===== src/hdl/etf_pkg.sv =====
package etf_pkg;

    localparam int SecW   = 31;
    localparam int UsecW  = 20;
    localparam int DigN   = 10;
    localparam int StepN  = 31;
    localparam int CntW   = 6;

    // seconds / 60 as (seconds >> 2) * ceil(2^33 / 15) >> 33
    localparam logic [29:0] Recip15      = 30'd572662307;
    localparam logic [5:0]  Recip15Shift = 6'd33;

    typedef struct packed {
        logic [SecW-1:0]  seconds;
        logic [UsecW-1:0] microseconds;
    } time_in_t;

    typedef struct packed {
        logic [7:0] char_code;
        logic       last_char;
    } char_out_t;

    localparam logic CFG_FRACTION_DIGITS = 1'b0;
    localparam logic CFG_FORMAT_MODE     = 1'b1;

    localparam logic [1:0] MODE_SECONDS = 2'd0;
    localparam logic [1:0] MODE_SUFFIX  = 2'd1;
    localparam logic [1:0] MODE_COLON   = 2'd2;
    localparam logic [1:0] MODE_MINUTES = 2'd3;

    typedef enum logic [1:0] {DIV_FRAC, DIV_TOTAL, DIV_MINS} div_sel_t;
    typedef enum logic [1:0] {SRC_HRS, SRC_MINS, SRC_SEC, SRC_FRAC} src_sel_t;
    typedef enum logic [2:0] {
        CH_NONE, CH_DIGIT, CH_HSEP, CH_MSEP, CH_ZERO, CH_POINT, CH_S
    } char_sel_t;

    typedef enum logic [4:0] {
        ST_IDLE, ST_DIV_F, ST_DIV_A, ST_DIV_B, ST_DECIDE,
        ST_H_CONV, ST_H_EMIT, ST_H_SEP,
        ST_M_PAD, ST_M_CONV, ST_M_EMIT, ST_M_SEP,
        ST_S_PAD, ST_S_CONV, ST_S_EMIT,
        ST_F_POINT, ST_F_CONV, ST_F_EMIT, ST_SUFFIX
    } state_t;

    typedef struct packed {
        logic      accept;
        logic      div_run;
        div_sel_t  div_sel;
        logic      conv_run;
        src_sel_t  conv_sel;
        char_sel_t char_sel;
        logic      last;
    } etf_cmd_t;

    typedef struct packed {
        logic       div_done;
        logic       conv_done;
        logic       last_digit;
        logic [1:0] mode;
        logic       digs_nz;
        logic       hrs_show;
        logic       mins_show;
        logic       pad_m;
        logic       pad_s;
    } etf_stat_t;

    // usec / 10^(6-d) as usec * frac_recip(d) >> frac_shift(d), exact below 2^20
    function automatic logic [20:0] frac_recip(input logic [2:0] d);
        case (d)
            3'd0:    frac_recip = 21'd1099512;
            3'd1:    frac_recip = 21'd1374390;
            3'd2:    frac_recip = 21'd1717987;
            3'd3:    frac_recip = 21'd1073742;
            3'd4:    frac_recip = 21'd1342178;
            3'd5:    frac_recip = 21'd1677722;
            default: frac_recip = 21'd1048576;
        endcase
    endfunction

    function automatic logic [5:0] frac_shift(input logic [2:0] d);
        case (d)
            3'd0:    frac_shift = 6'd40;
            3'd1:    frac_shift = 6'd37;
            3'd2:    frac_shift = 6'd34;
            3'd3:    frac_shift = 6'd30;
            3'd4:    frac_shift = 6'd27;
            3'd5:    frac_shift = 6'd24;
            default: frac_shift = 6'd20;
        endcase
    endfunction

endpackage


===== src/hdl/etf_ctrl.sv =====
module etf_ctrl
    import etf_pkg::*;
(
    input  logic      clk,
    input  logic      rst_n,
    input  logic      start,
    input  etf_stat_t stat,
    output etf_cmd_t  cmd,
    output logic      busy
);

    state_t state_reg, state_next;
    logic   sfx;
    state_t to_sec, to_min;

    assign sfx    = (stat.mode == MODE_SUFFIX) || (stat.mode == MODE_MINUTES);
    assign to_sec = stat.pad_s ? ST_S_PAD : ST_S_CONV;
    assign to_min = stat.pad_m ? ST_M_PAD : ST_M_CONV;

    always_ff @(posedge clk or negedge rst_n)
    begin
        if (!rst_n)
            state_reg <= ST_IDLE;
        else
            state_reg <= state_next;
    end

    always_comb
    begin
        state_next = state_reg;
        case (state_reg)
            ST_IDLE:    if (start) state_next = ST_DIV_F;
            ST_DIV_F:   if (stat.div_done) state_next = ST_DIV_A;
            ST_DIV_A:   if (stat.div_done) state_next = ST_DIV_B;
            ST_DIV_B:   if (stat.div_done) state_next = ST_DECIDE;
            ST_DECIDE:
            begin
                if (stat.mode == MODE_SECONDS)
                    state_next = ST_S_CONV;
                else if (stat.hrs_show)
                    state_next = ST_H_CONV;
                else if (stat.mins_show)
                    state_next = to_min;
                else
                    state_next = to_sec;
            end
            ST_H_CONV:  if (stat.conv_done) state_next = ST_H_EMIT;
            ST_H_EMIT:  if (stat.last_digit) state_next = ST_H_SEP;
            ST_H_SEP:   state_next = to_min;
            ST_M_PAD:   state_next = ST_M_CONV;
            ST_M_CONV:  if (stat.conv_done) state_next = ST_M_EMIT;
            ST_M_EMIT:  if (stat.last_digit) state_next = ST_M_SEP;
            ST_M_SEP:   state_next = to_sec;
            ST_S_PAD:   state_next = ST_S_CONV;
            ST_S_CONV:  if (stat.conv_done) state_next = ST_S_EMIT;
            ST_S_EMIT:
            begin
                if (stat.last_digit)
                    state_next = stat.digs_nz ? ST_F_POINT : (sfx ? ST_SUFFIX : ST_IDLE);
            end
            ST_F_POINT: state_next = ST_F_CONV;
            ST_F_CONV:  if (stat.conv_done) state_next = ST_F_EMIT;
            ST_F_EMIT:  if (stat.last_digit) state_next = sfx ? ST_SUFFIX : ST_IDLE;
            ST_SUFFIX:  state_next = ST_IDLE;
            default:    state_next = ST_IDLE;
        endcase
    end

    always_comb
    begin
        cmd          = '0;
        cmd.div_sel  = DIV_FRAC;
        cmd.conv_sel = SRC_SEC;
        cmd.char_sel = CH_NONE;
        busy         = (state_reg != ST_IDLE);
        case (state_reg)
            ST_IDLE:    cmd.accept = start;
            ST_DIV_F:   begin cmd.div_run = 1'b1; cmd.div_sel = DIV_FRAC;  end
            ST_DIV_A:   begin cmd.div_run = 1'b1; cmd.div_sel = DIV_TOTAL; end
            ST_DIV_B:   begin cmd.div_run = 1'b1; cmd.div_sel = DIV_MINS;  end
            ST_H_CONV:  begin cmd.conv_run = 1'b1; cmd.conv_sel = SRC_HRS;  end
            ST_M_CONV:  begin cmd.conv_run = 1'b1; cmd.conv_sel = SRC_MINS; end
            ST_S_CONV:  begin cmd.conv_run = 1'b1; cmd.conv_sel = SRC_SEC;  end
            ST_F_CONV:  begin cmd.conv_run = 1'b1; cmd.conv_sel = SRC_FRAC; end
            ST_H_EMIT, ST_M_EMIT: cmd.char_sel = CH_DIGIT;
            ST_S_EMIT:
            begin
                cmd.char_sel = CH_DIGIT;
                cmd.last     = stat.last_digit && !stat.digs_nz && !sfx;
            end
            ST_F_EMIT:
            begin
                cmd.char_sel = CH_DIGIT;
                cmd.last     = stat.last_digit && !sfx;
            end
            ST_H_SEP:   cmd.char_sel = CH_HSEP;
            ST_M_SEP:   cmd.char_sel = CH_MSEP;
            ST_M_PAD, ST_S_PAD: cmd.char_sel = CH_ZERO;
            ST_F_POINT: cmd.char_sel = CH_POINT;
            ST_SUFFIX:
            begin
                cmd.char_sel = CH_S;
                cmd.last     = 1'b1;
            end
            default: ;
        endcase
    end

endmodule


===== src/hdl/etf_datapath.sv =====
module etf_datapath
    import etf_pkg::*;
(
    input  logic      clk,
    input  logic      rst_n,
    input  time_in_t  time_value,
    input  logic      cfg_we,
    input  logic      cfg_index,
    input  logic [2:0] cfg_data,
    input  etf_cmd_t  cmd,
    output etf_stat_t stat,
    output char_out_t char_out,
    output logic      char_strobe
);

    logic [2:0]       fdig_reg;
    logic [1:0]       mode_reg;
    logic [2:0]       digs;
    logic [SecW-1:0]  total_reg;
    logic [UsecW-1:0] usec_reg;
    logic [UsecW-1:0] frac_reg;
    logic [25:0]      mtot_reg;
    logic [5:0]       sec60_reg;
    logic [19:0]      hrs_reg;
    logic [5:0]       min60_reg;

    logic [CntW-1:0]  div_cnt_reg;
    logic [58:0]      prod_reg;
    logic [SecW-1:0]  quot_reg;
    logic [SecW-1:0]  dividend;
    logic [28:0]      mul_a;
    logic [29:0]      mul_b;
    logic [5:0]       shamt;
    logic [SecW-1:0]  rem60;

    logic [CntW-1:0]  cv_cnt_reg;
    logic [SecW-1:0]  bin_reg;
    logic [4*DigN-1:0] bcd_reg;
    logic [4*DigN-1:0] bcd_adj;
    logic [SecW-1:0]  src;
    logic [3:0]       idx_reg;
    logic [3:0]       lead;
    logic [3:0]       digit;
    logic [7:0]       ch;

    localparam logic [CntW-1:0] DoneCnt    = CntW'(StepN + 1);
    localparam logic [CntW-1:0] DivDoneCnt = CntW'(2);

    assign digs = (fdig_reg > 3'd6) ? 3'd6 : fdig_reg;

    always_ff @(posedge clk or negedge rst_n)
    begin
        if (!rst_n)
        begin
            fdig_reg <= 3'd3;
            mode_reg <= MODE_SUFFIX;
        end
        else if (cfg_we)
        begin
            if (cfg_index == CFG_FRACTION_DIGITS)
                fdig_reg <= cfg_data;
            else
                mode_reg <= cfg_data[1:0];
        end
    end

    always_ff @(posedge clk)
    begin
        if (cmd.accept)
        begin
            total_reg <= time_value.seconds;
            usec_reg  <= time_value.microseconds;
        end
    end

    // reciprocal multiply: product, then shift, then remainder
    always_comb
    begin
        case (cmd.div_sel)
            DIV_FRAC:
            begin
                dividend = SecW'(usec_reg);
                mul_a    = 29'(usec_reg);
                mul_b    = 30'(frac_recip(digs));
                shamt    = frac_shift(digs);
            end
            DIV_TOTAL:
            begin
                dividend = total_reg;
                mul_a    = total_reg[SecW-1:2];
                mul_b    = Recip15;
                shamt    = Recip15Shift;
            end
            default:
            begin
                dividend = SecW'(mtot_reg);
                mul_a    = 29'(mtot_reg[25:2]);
                mul_b    = Recip15;
                shamt    = Recip15Shift;
            end
        endcase
    end

    assign rem60 = dividend - {quot_reg[SecW-7:0], 6'd0} + {quot_reg[SecW-3:0], 2'd0};

    always_ff @(posedge clk or negedge rst_n)
    begin
        if (!rst_n)
            div_cnt_reg <= '0;
        else if (!cmd.div_run || div_cnt_reg == DivDoneCnt)
            div_cnt_reg <= '0;
        else
            div_cnt_reg <= div_cnt_reg + 1'b1;
    end

    always_ff @(posedge clk)
    begin
        if (cmd.div_run && div_cnt_reg == '0)
            prod_reg <= mul_a * mul_b;
        if (cmd.div_run && div_cnt_reg == CntW'(1))
            quot_reg <= SecW'(prod_reg >> shamt);
    end

    always_ff @(posedge clk)
    begin
        if (cmd.div_run && div_cnt_reg == DivDoneCnt)
        begin
            case (cmd.div_sel)
                DIV_FRAC:  frac_reg <= quot_reg[UsecW-1:0];
                DIV_TOTAL:
                begin
                    mtot_reg  <= quot_reg[25:0];
                    sec60_reg <= rem60[5:0];
                end
                default:
                begin
                    hrs_reg   <= quot_reg[19:0];
                    min60_reg <= rem60[5:0];
                end
            endcase
        end
    end

    // binary to BCD, shift and add three
    always_comb
    begin
        case (cmd.conv_sel)
            SRC_HRS:  src = SecW'(hrs_reg);
            SRC_MINS: src = (mode_reg == MODE_MINUTES) ? SecW'(mtot_reg) : SecW'(min60_reg);
            SRC_SEC:  src = (mode_reg == MODE_SECONDS) ? total_reg : SecW'(sec60_reg);
            default:  src = SecW'(frac_reg);
        endcase
    end

    always_comb
    begin
        for (int i = 0; i < DigN; i++)
        begin
            if (bcd_reg[4*i +: 4] >= 4'd5)
                bcd_adj[4*i +: 4] = bcd_reg[4*i +: 4] + 4'd3;
            else
                bcd_adj[4*i +: 4] = bcd_reg[4*i +: 4];
        end
    end

    always_comb
    begin
        lead = '0;
        for (int i = 0; i < DigN; i++)
        begin
            if (bcd_reg[4*i +: 4] != 4'd0)
                lead = 4'(i);
        end
    end

    always_ff @(posedge clk or negedge rst_n)
    begin
        if (!rst_n)
            cv_cnt_reg <= '0;
        else if (!cmd.conv_run || cv_cnt_reg == DoneCnt)
            cv_cnt_reg <= '0;
        else
            cv_cnt_reg <= cv_cnt_reg + 1'b1;
    end

    always_ff @(posedge clk)
    begin
        if (cmd.conv_run && cv_cnt_reg == '0)
        begin
            bin_reg <= src;
            bcd_reg <= '0;
        end
        else if (cmd.conv_run && cv_cnt_reg != DoneCnt)
        begin
            bcd_reg <= {bcd_adj[4*DigN-2:0], bin_reg[SecW-1]};
            bin_reg <= {bin_reg[SecW-2:0], 1'b0};
        end
    end

    always_ff @(posedge clk)
    begin
        if (cmd.conv_run && cv_cnt_reg == DoneCnt)
            idx_reg <= (cmd.conv_sel == SRC_FRAC) ? 4'(digs - 3'd1) : lead;
        else if (cmd.char_sel == CH_DIGIT)
            idx_reg <= idx_reg - 1'b1;
    end

    assign digit = bcd_reg[4*idx_reg +: 4];

    always_comb
    begin
        case (cmd.char_sel)
            CH_DIGIT: ch = 8'h30 + {4'd0, digit};
            CH_HSEP:  ch = (mode_reg == MODE_COLON) ? 8'h3A : 8'h68;
            CH_MSEP:  ch = (mode_reg == MODE_COLON) ? 8'h3A : 8'h6D;
            CH_ZERO:  ch = 8'h30;
            CH_POINT: ch = 8'h2E;
            CH_S:     ch = 8'h73;
            default:  ch = 8'h00;
        endcase
    end

    always_ff @(posedge clk or negedge rst_n)
    begin
        if (!rst_n)
            char_strobe <= 1'b0;
        else
            char_strobe <= (cmd.char_sel != CH_NONE);
    end

    always_ff @(posedge clk)
    begin
        char_out.char_code <= ch;
        char_out.last_char <= cmd.last;
    end

    assign stat.div_done   = (div_cnt_reg == DivDoneCnt);
    assign stat.conv_done  = (cv_cnt_reg == DoneCnt);
    assign stat.last_digit = (idx_reg == 4'd0);
    assign stat.mode       = mode_reg;
    assign stat.digs_nz    = (digs != 3'd0);
    assign stat.hrs_show   = (mode_reg != MODE_MINUTES) && (hrs_reg != 20'd0);
    assign stat.mins_show  = (mode_reg == MODE_MINUTES) || stat.hrs_show || (min60_reg != 6'd0);
    assign stat.pad_m      = (mode_reg == MODE_COLON) && (min60_reg < 6'd10) && (hrs_reg != 20'd0);
    assign stat.pad_s      = (mode_reg == MODE_COLON) && (sec60_reg < 6'd10)
                             && (total_reg >= SecW'(60));

endmodule


===== src/hdl/elapsed_time_text_formatter.sv =====
// channel   | handshake                 | payload
// ----------+---------------------------+------------------------------
// input     | start, busy               | time_value (time_in_t)
// result    | char_strobe (one cycle)   | char_out (char_out_t)
// config    | cfg_valid, cfg_ready      | cfg_index, cfg_data
//
// One item at a time: three reciprocal-multiply divides (fraction, /60, /60),
// then a 31-step BCD converter runs once per printed number (up to four),
// then one character a cycle.
// rst_n clears the controller and strobe; registers reset to 3 digits, mode 1.
// Results cannot be stalled; busy drops as the last character is issued.
module elapsed_time_text_formatter
    import etf_pkg::*;
(
    input  logic       clk,
    input  logic       rst_n,
    input  logic       start,
    output logic       busy,
    input  time_in_t   time_value,
    output char_out_t  char_out,
    output logic       char_strobe,
    input  logic       cfg_valid,
    output logic       cfg_ready,
    input  logic       cfg_index,
    input  logic [2:0] cfg_data
);

    etf_cmd_t  cmd;
    etf_stat_t stat;

    assign cfg_ready = 1'b1;

    etf_ctrl u_ctrl (
        .clk   (clk),
        .rst_n (rst_n),
        .start (start),
        .stat  (stat),
        .cmd   (cmd),
        .busy  (busy)
    );

    etf_datapath u_dp (
        .clk         (clk),
        .rst_n       (rst_n),
        .time_value  (time_value),
        .cfg_we      (cfg_valid && cfg_ready),
        .cfg_index   (cfg_index),
        .cfg_data    (cfg_data),
        .cmd         (cmd),
        .stat        (stat),
        .char_out    (char_out),
        .char_strobe (char_strobe)
    );

endmodule


===== config.mk =====
export PLATFORM = sky130hd
export DESIGN_NAME = elapsed_time_text_formatter
export DESIGN_NICKNAME = d
export VERILOG_FILES = /design/src/hdl/etf_pkg.sv /design/src/hdl/etf_ctrl.sv /design/src/hdl/etf_datapath.sv /design/src/hdl/elapsed_time_text_formatter.sv
export SDC_FILE = /design/constraint.sdc
export NUM_CORES = 2
export LEC_CHECK = 0
export BUFFER_PORTS_ARGS = -buffer_cell sky130_fd_sc_hd__buf_2
export CAP_MARGIN = 20
export CORE_MARGIN = 8
export CORE_UTILIZATION = 55
export CTS_BUF_LIST = sky130_fd_sc_hd__clkbuf_8
export CTS_CLUSTER_SIZE = 30
export DETAILED_ROUTE_END_ITERATION = 16
export PLACE_DENSITY = 0.75
export SYNTH_ARGS = -nofsm -noshare
export SYNTH_HDL_FRONTEND = slang
export SYNTH_SLANG_ARGS = --single-unit

===== constraint.sdc =====
create_clock -name clk -period 8.5 [get_ports clk]
set_input_delay 0.85 -clock clk [delete_from_list [all_inputs] [get_ports clk]]
set_output_delay 0.85 -clock clk [all_outputs]
set_load 0.03 [all_outputs]

==> results.py <==
metrics = {
    "clocking": {
        "cts-root-buf": "clkbuf_8",
        "cts_buffers": 56,
        "cts.sinks": 320,
        "path_clk_slew_ps": 70,
        "tritoncts": "yes",
        "clock_latency_ps": 700,
        "h-tree-depth": 2,
        "cts_buffer_depth": 3,
    },
    "grt": {
        "use_met3_pct": 9.41,
        "grt_util_met2_pct": 46.3,
        "grt.total_usage_pct": 32.5,
        "grt_max_degree": 79,
        "grt_pass1_wl_um": 199000,
        "overflow": 0,
        "grt_busiest_layer": "met2",
        "grt_pass1_vias": 32218,
        "met1_usage_pct": 45.9,
        "antenna_found_initial": 3,
    },
    "worst_setup_path": {
        "crit_top_cell": "fa_1",
        "required_ps": 8900,
        "slowest_stage": "or4b_4",
        "critPathKind": "reg -> reg",
        "crit_buf_inv": 10,
        "cpLargestDelayFamily": "adder cells",
        "worstSetupStartpointType": "register",
        "end_kind": "register",
        "r2r_slack_ps": 50,
        "cp_max_fo": 5,
        "cp.arrival_ps": 8850,
        "crit_path_max_incr_delay_ps": 640,
    },
    "routing": {
        "firstDrtPassIters": 8,
        "ant_nets": 0,
        "routed_via_density": 5.75,
        "vias": 32148,
        "drtIter0Drc": 3329,
        "drc": 0,
        "totalWireLength_um": 132000,
        "post_drt_wl_per_cell_um": 23.6,
    },
    "floorplan": {
        "ios": 71,
        "core_mm2": 0.0712,
        "num_rows": 98,
        "die_x_um": 284,
        "die_h_um": 284,
        "die_area_mm2": 0.0805,
        "start_util_pct": 55.4,
    },
    "logic_synthesis": {
        "yosysUniqueCellTypes": 85,
        "yosysTopAreaCellShare_pct": 29.5,
        "synth_area_per_cell_um2": 9.74,
        "synth_top_cell_by_area": "fa_1",
        "synth_cells": 4048,
        "ys_seq_elements": 320,
        "synth_flop_cell": "edfxtp_1",
        "ys_seq_area_share_pct": 22.9,
        "synth-edff-count": 249,
        "yosysWarnings": 0,
        "synth_area_leaders": "fa_1 (29%), edfxtp_1 (19%), ha_1 (9.6%), inv_1 (7.1%), mux2i_1 (5.0%)",
        "synthArstFlopShare_pct": 7.19,
        "synth_area_mm2": 0.0394,
    },
    "placement": {
        "placedCellCount": 5422,
        "hpwlAfterDp_um": 110000,
        "place_congestion": 1.08,
        "dp_slack_ps": -254,
        "portBuffers": 68,
    },
    "sta": {
        "slew_headroom_pct": 29.3,
        "post-route-period-util_pct": 99.4,
        "max_freq_mhz": 118,
        "slew_viol_final": 0,
        "setup_viol": 0,
        "rsz0062_at_grt": "true",
        "fin_skew_ps": 72.7,
        "period_needed_ps": 8450,
        "layout_setup_ws_ps": 52.6,
        "worst_slew_pin_slew_ps": 1060,
        "finalHoldViolations": 0,
    },
    "layout": {
        "regArea_mm2": 0.00902,
        "nets": 5539,
        "syn_to_final_growth_pct": 19.0,
        "multi_input_comb_area_mm2": 0.0287,
        "layout-drive-gt1-share_pct": 20.3,
        "final_cells": 5595,
        "largest_reg_flops": 59,
        "final_cell_mix": "inv_1 (723), fa_1 (526), nand2_1 (414), buf_4 (400), ha_1 (278)",
        "final_common_cell": "inv_1",
        "fill_cells": 5634,
    },
    "job": {
        "drv_cap": 0,
    },
    "run_status": {
        "status": "finished, final reports clean",
    },
    "hold_path": {
        "holdCritPathClass": "in -> async",
    },
}
## final cells by class
class / instances / area share, %
multi-input combinational: 2957 / 61.2
sequential: 320 / 19.2
timing repair buffer: 521 / 8.73
inverter: 742 / 5.94
tap: 950 / 2.53
clock buffer: 56 / 1.64
clock inverter: 47 / 0.749
antenna: 2 / 0.0107
## path summary, 6_finish.rpt
path | start | to | cells past startpoint
max | u_ctrl.state_reg[3] | u_dp.prod_reg[54] | 30
min | rst_n | u_dp.mode_reg[1] | 1
max reg2reg | u_ctrl.state_reg[3] | u_dp.prod_reg[54] | 30
min reg2reg | u_dp.quot_reg[7] | u_dp.mtot_reg[7] | 0
max in group asynchronous | rst_n | u_ctrl.state_reg[0] | 1
min in group clk | time_value[16] | u_dp.usec_reg[16] | 1
## stage by stage
step	cell area, um2	utilization (%)	TNS (ps)	hold slack, ps
final	46900	65.9	0	140
after global routing	46900	65.9	-1180	177
after CTS	45900	64.4	-1.77	134
after detailed placement	43800	61.5	-1620	460
after global placement	43800	61.5	-1430	446
after floorplan	40000	-	0	400
## repair_timing
action / 4_1_cts / 5_1_grt
hold buffers: 0 / 0
buffers inserted: 37 / 26
gates cloned: 3 / 1
pin swaps: 73 / 133
gates resized for setup: 166 / 221
setup endpoints to repair: 19 / 30
## per-layer routing
metal | vias up | routed length [um]
met5 | - | 0
met4 | 0 | 7910
met3 | 344 | 15800
met2 | 1763 | 55000
met1 | 15841 | 53500
li1 | 14200 | -
## synth_stat cells, drive strengths merged, types with 27 or more instances
library cell / instances
mux2i: 198
o21ai: 150
ha: 301
fa: 581
a31oi: 33
a211oi: 39
a21oi: 180
nor3: 35
nor2: 329
buf: 59
dfxtp: 48
and3: 27
clkbuf: 109
xnor2: 49
xor2: 29
inv: 742
and2: 33
a21o: 36
nand2: 443
edfxtp: 249
nand3: 63
## cell families after synthesis
family	synth area share, %
flops	22.9
compound gates	9.19
mux	6.71
simple gates	11.4
other cells	0.0190
xor+xnor	1.73
fa+ha+maj	39.0
buf+inv	9.00
## worst reg2reg max path: cells and delay by family (launching register included)
family / cells / cell delay (ps)
AOI/OAI and AO/OA: 8 / 1390
xor gates and xnor gates: 1 / 50
adders and majority gates: 9 / 4320
buffers and inverters: 10 / 1290
DFF: 1 / 430
and+or+nand+nor: 2 / 700
Power is left out: the tool's default activity adds up to more than one toggle a clock period on the data nets, which glitch-free logic cannot reach.
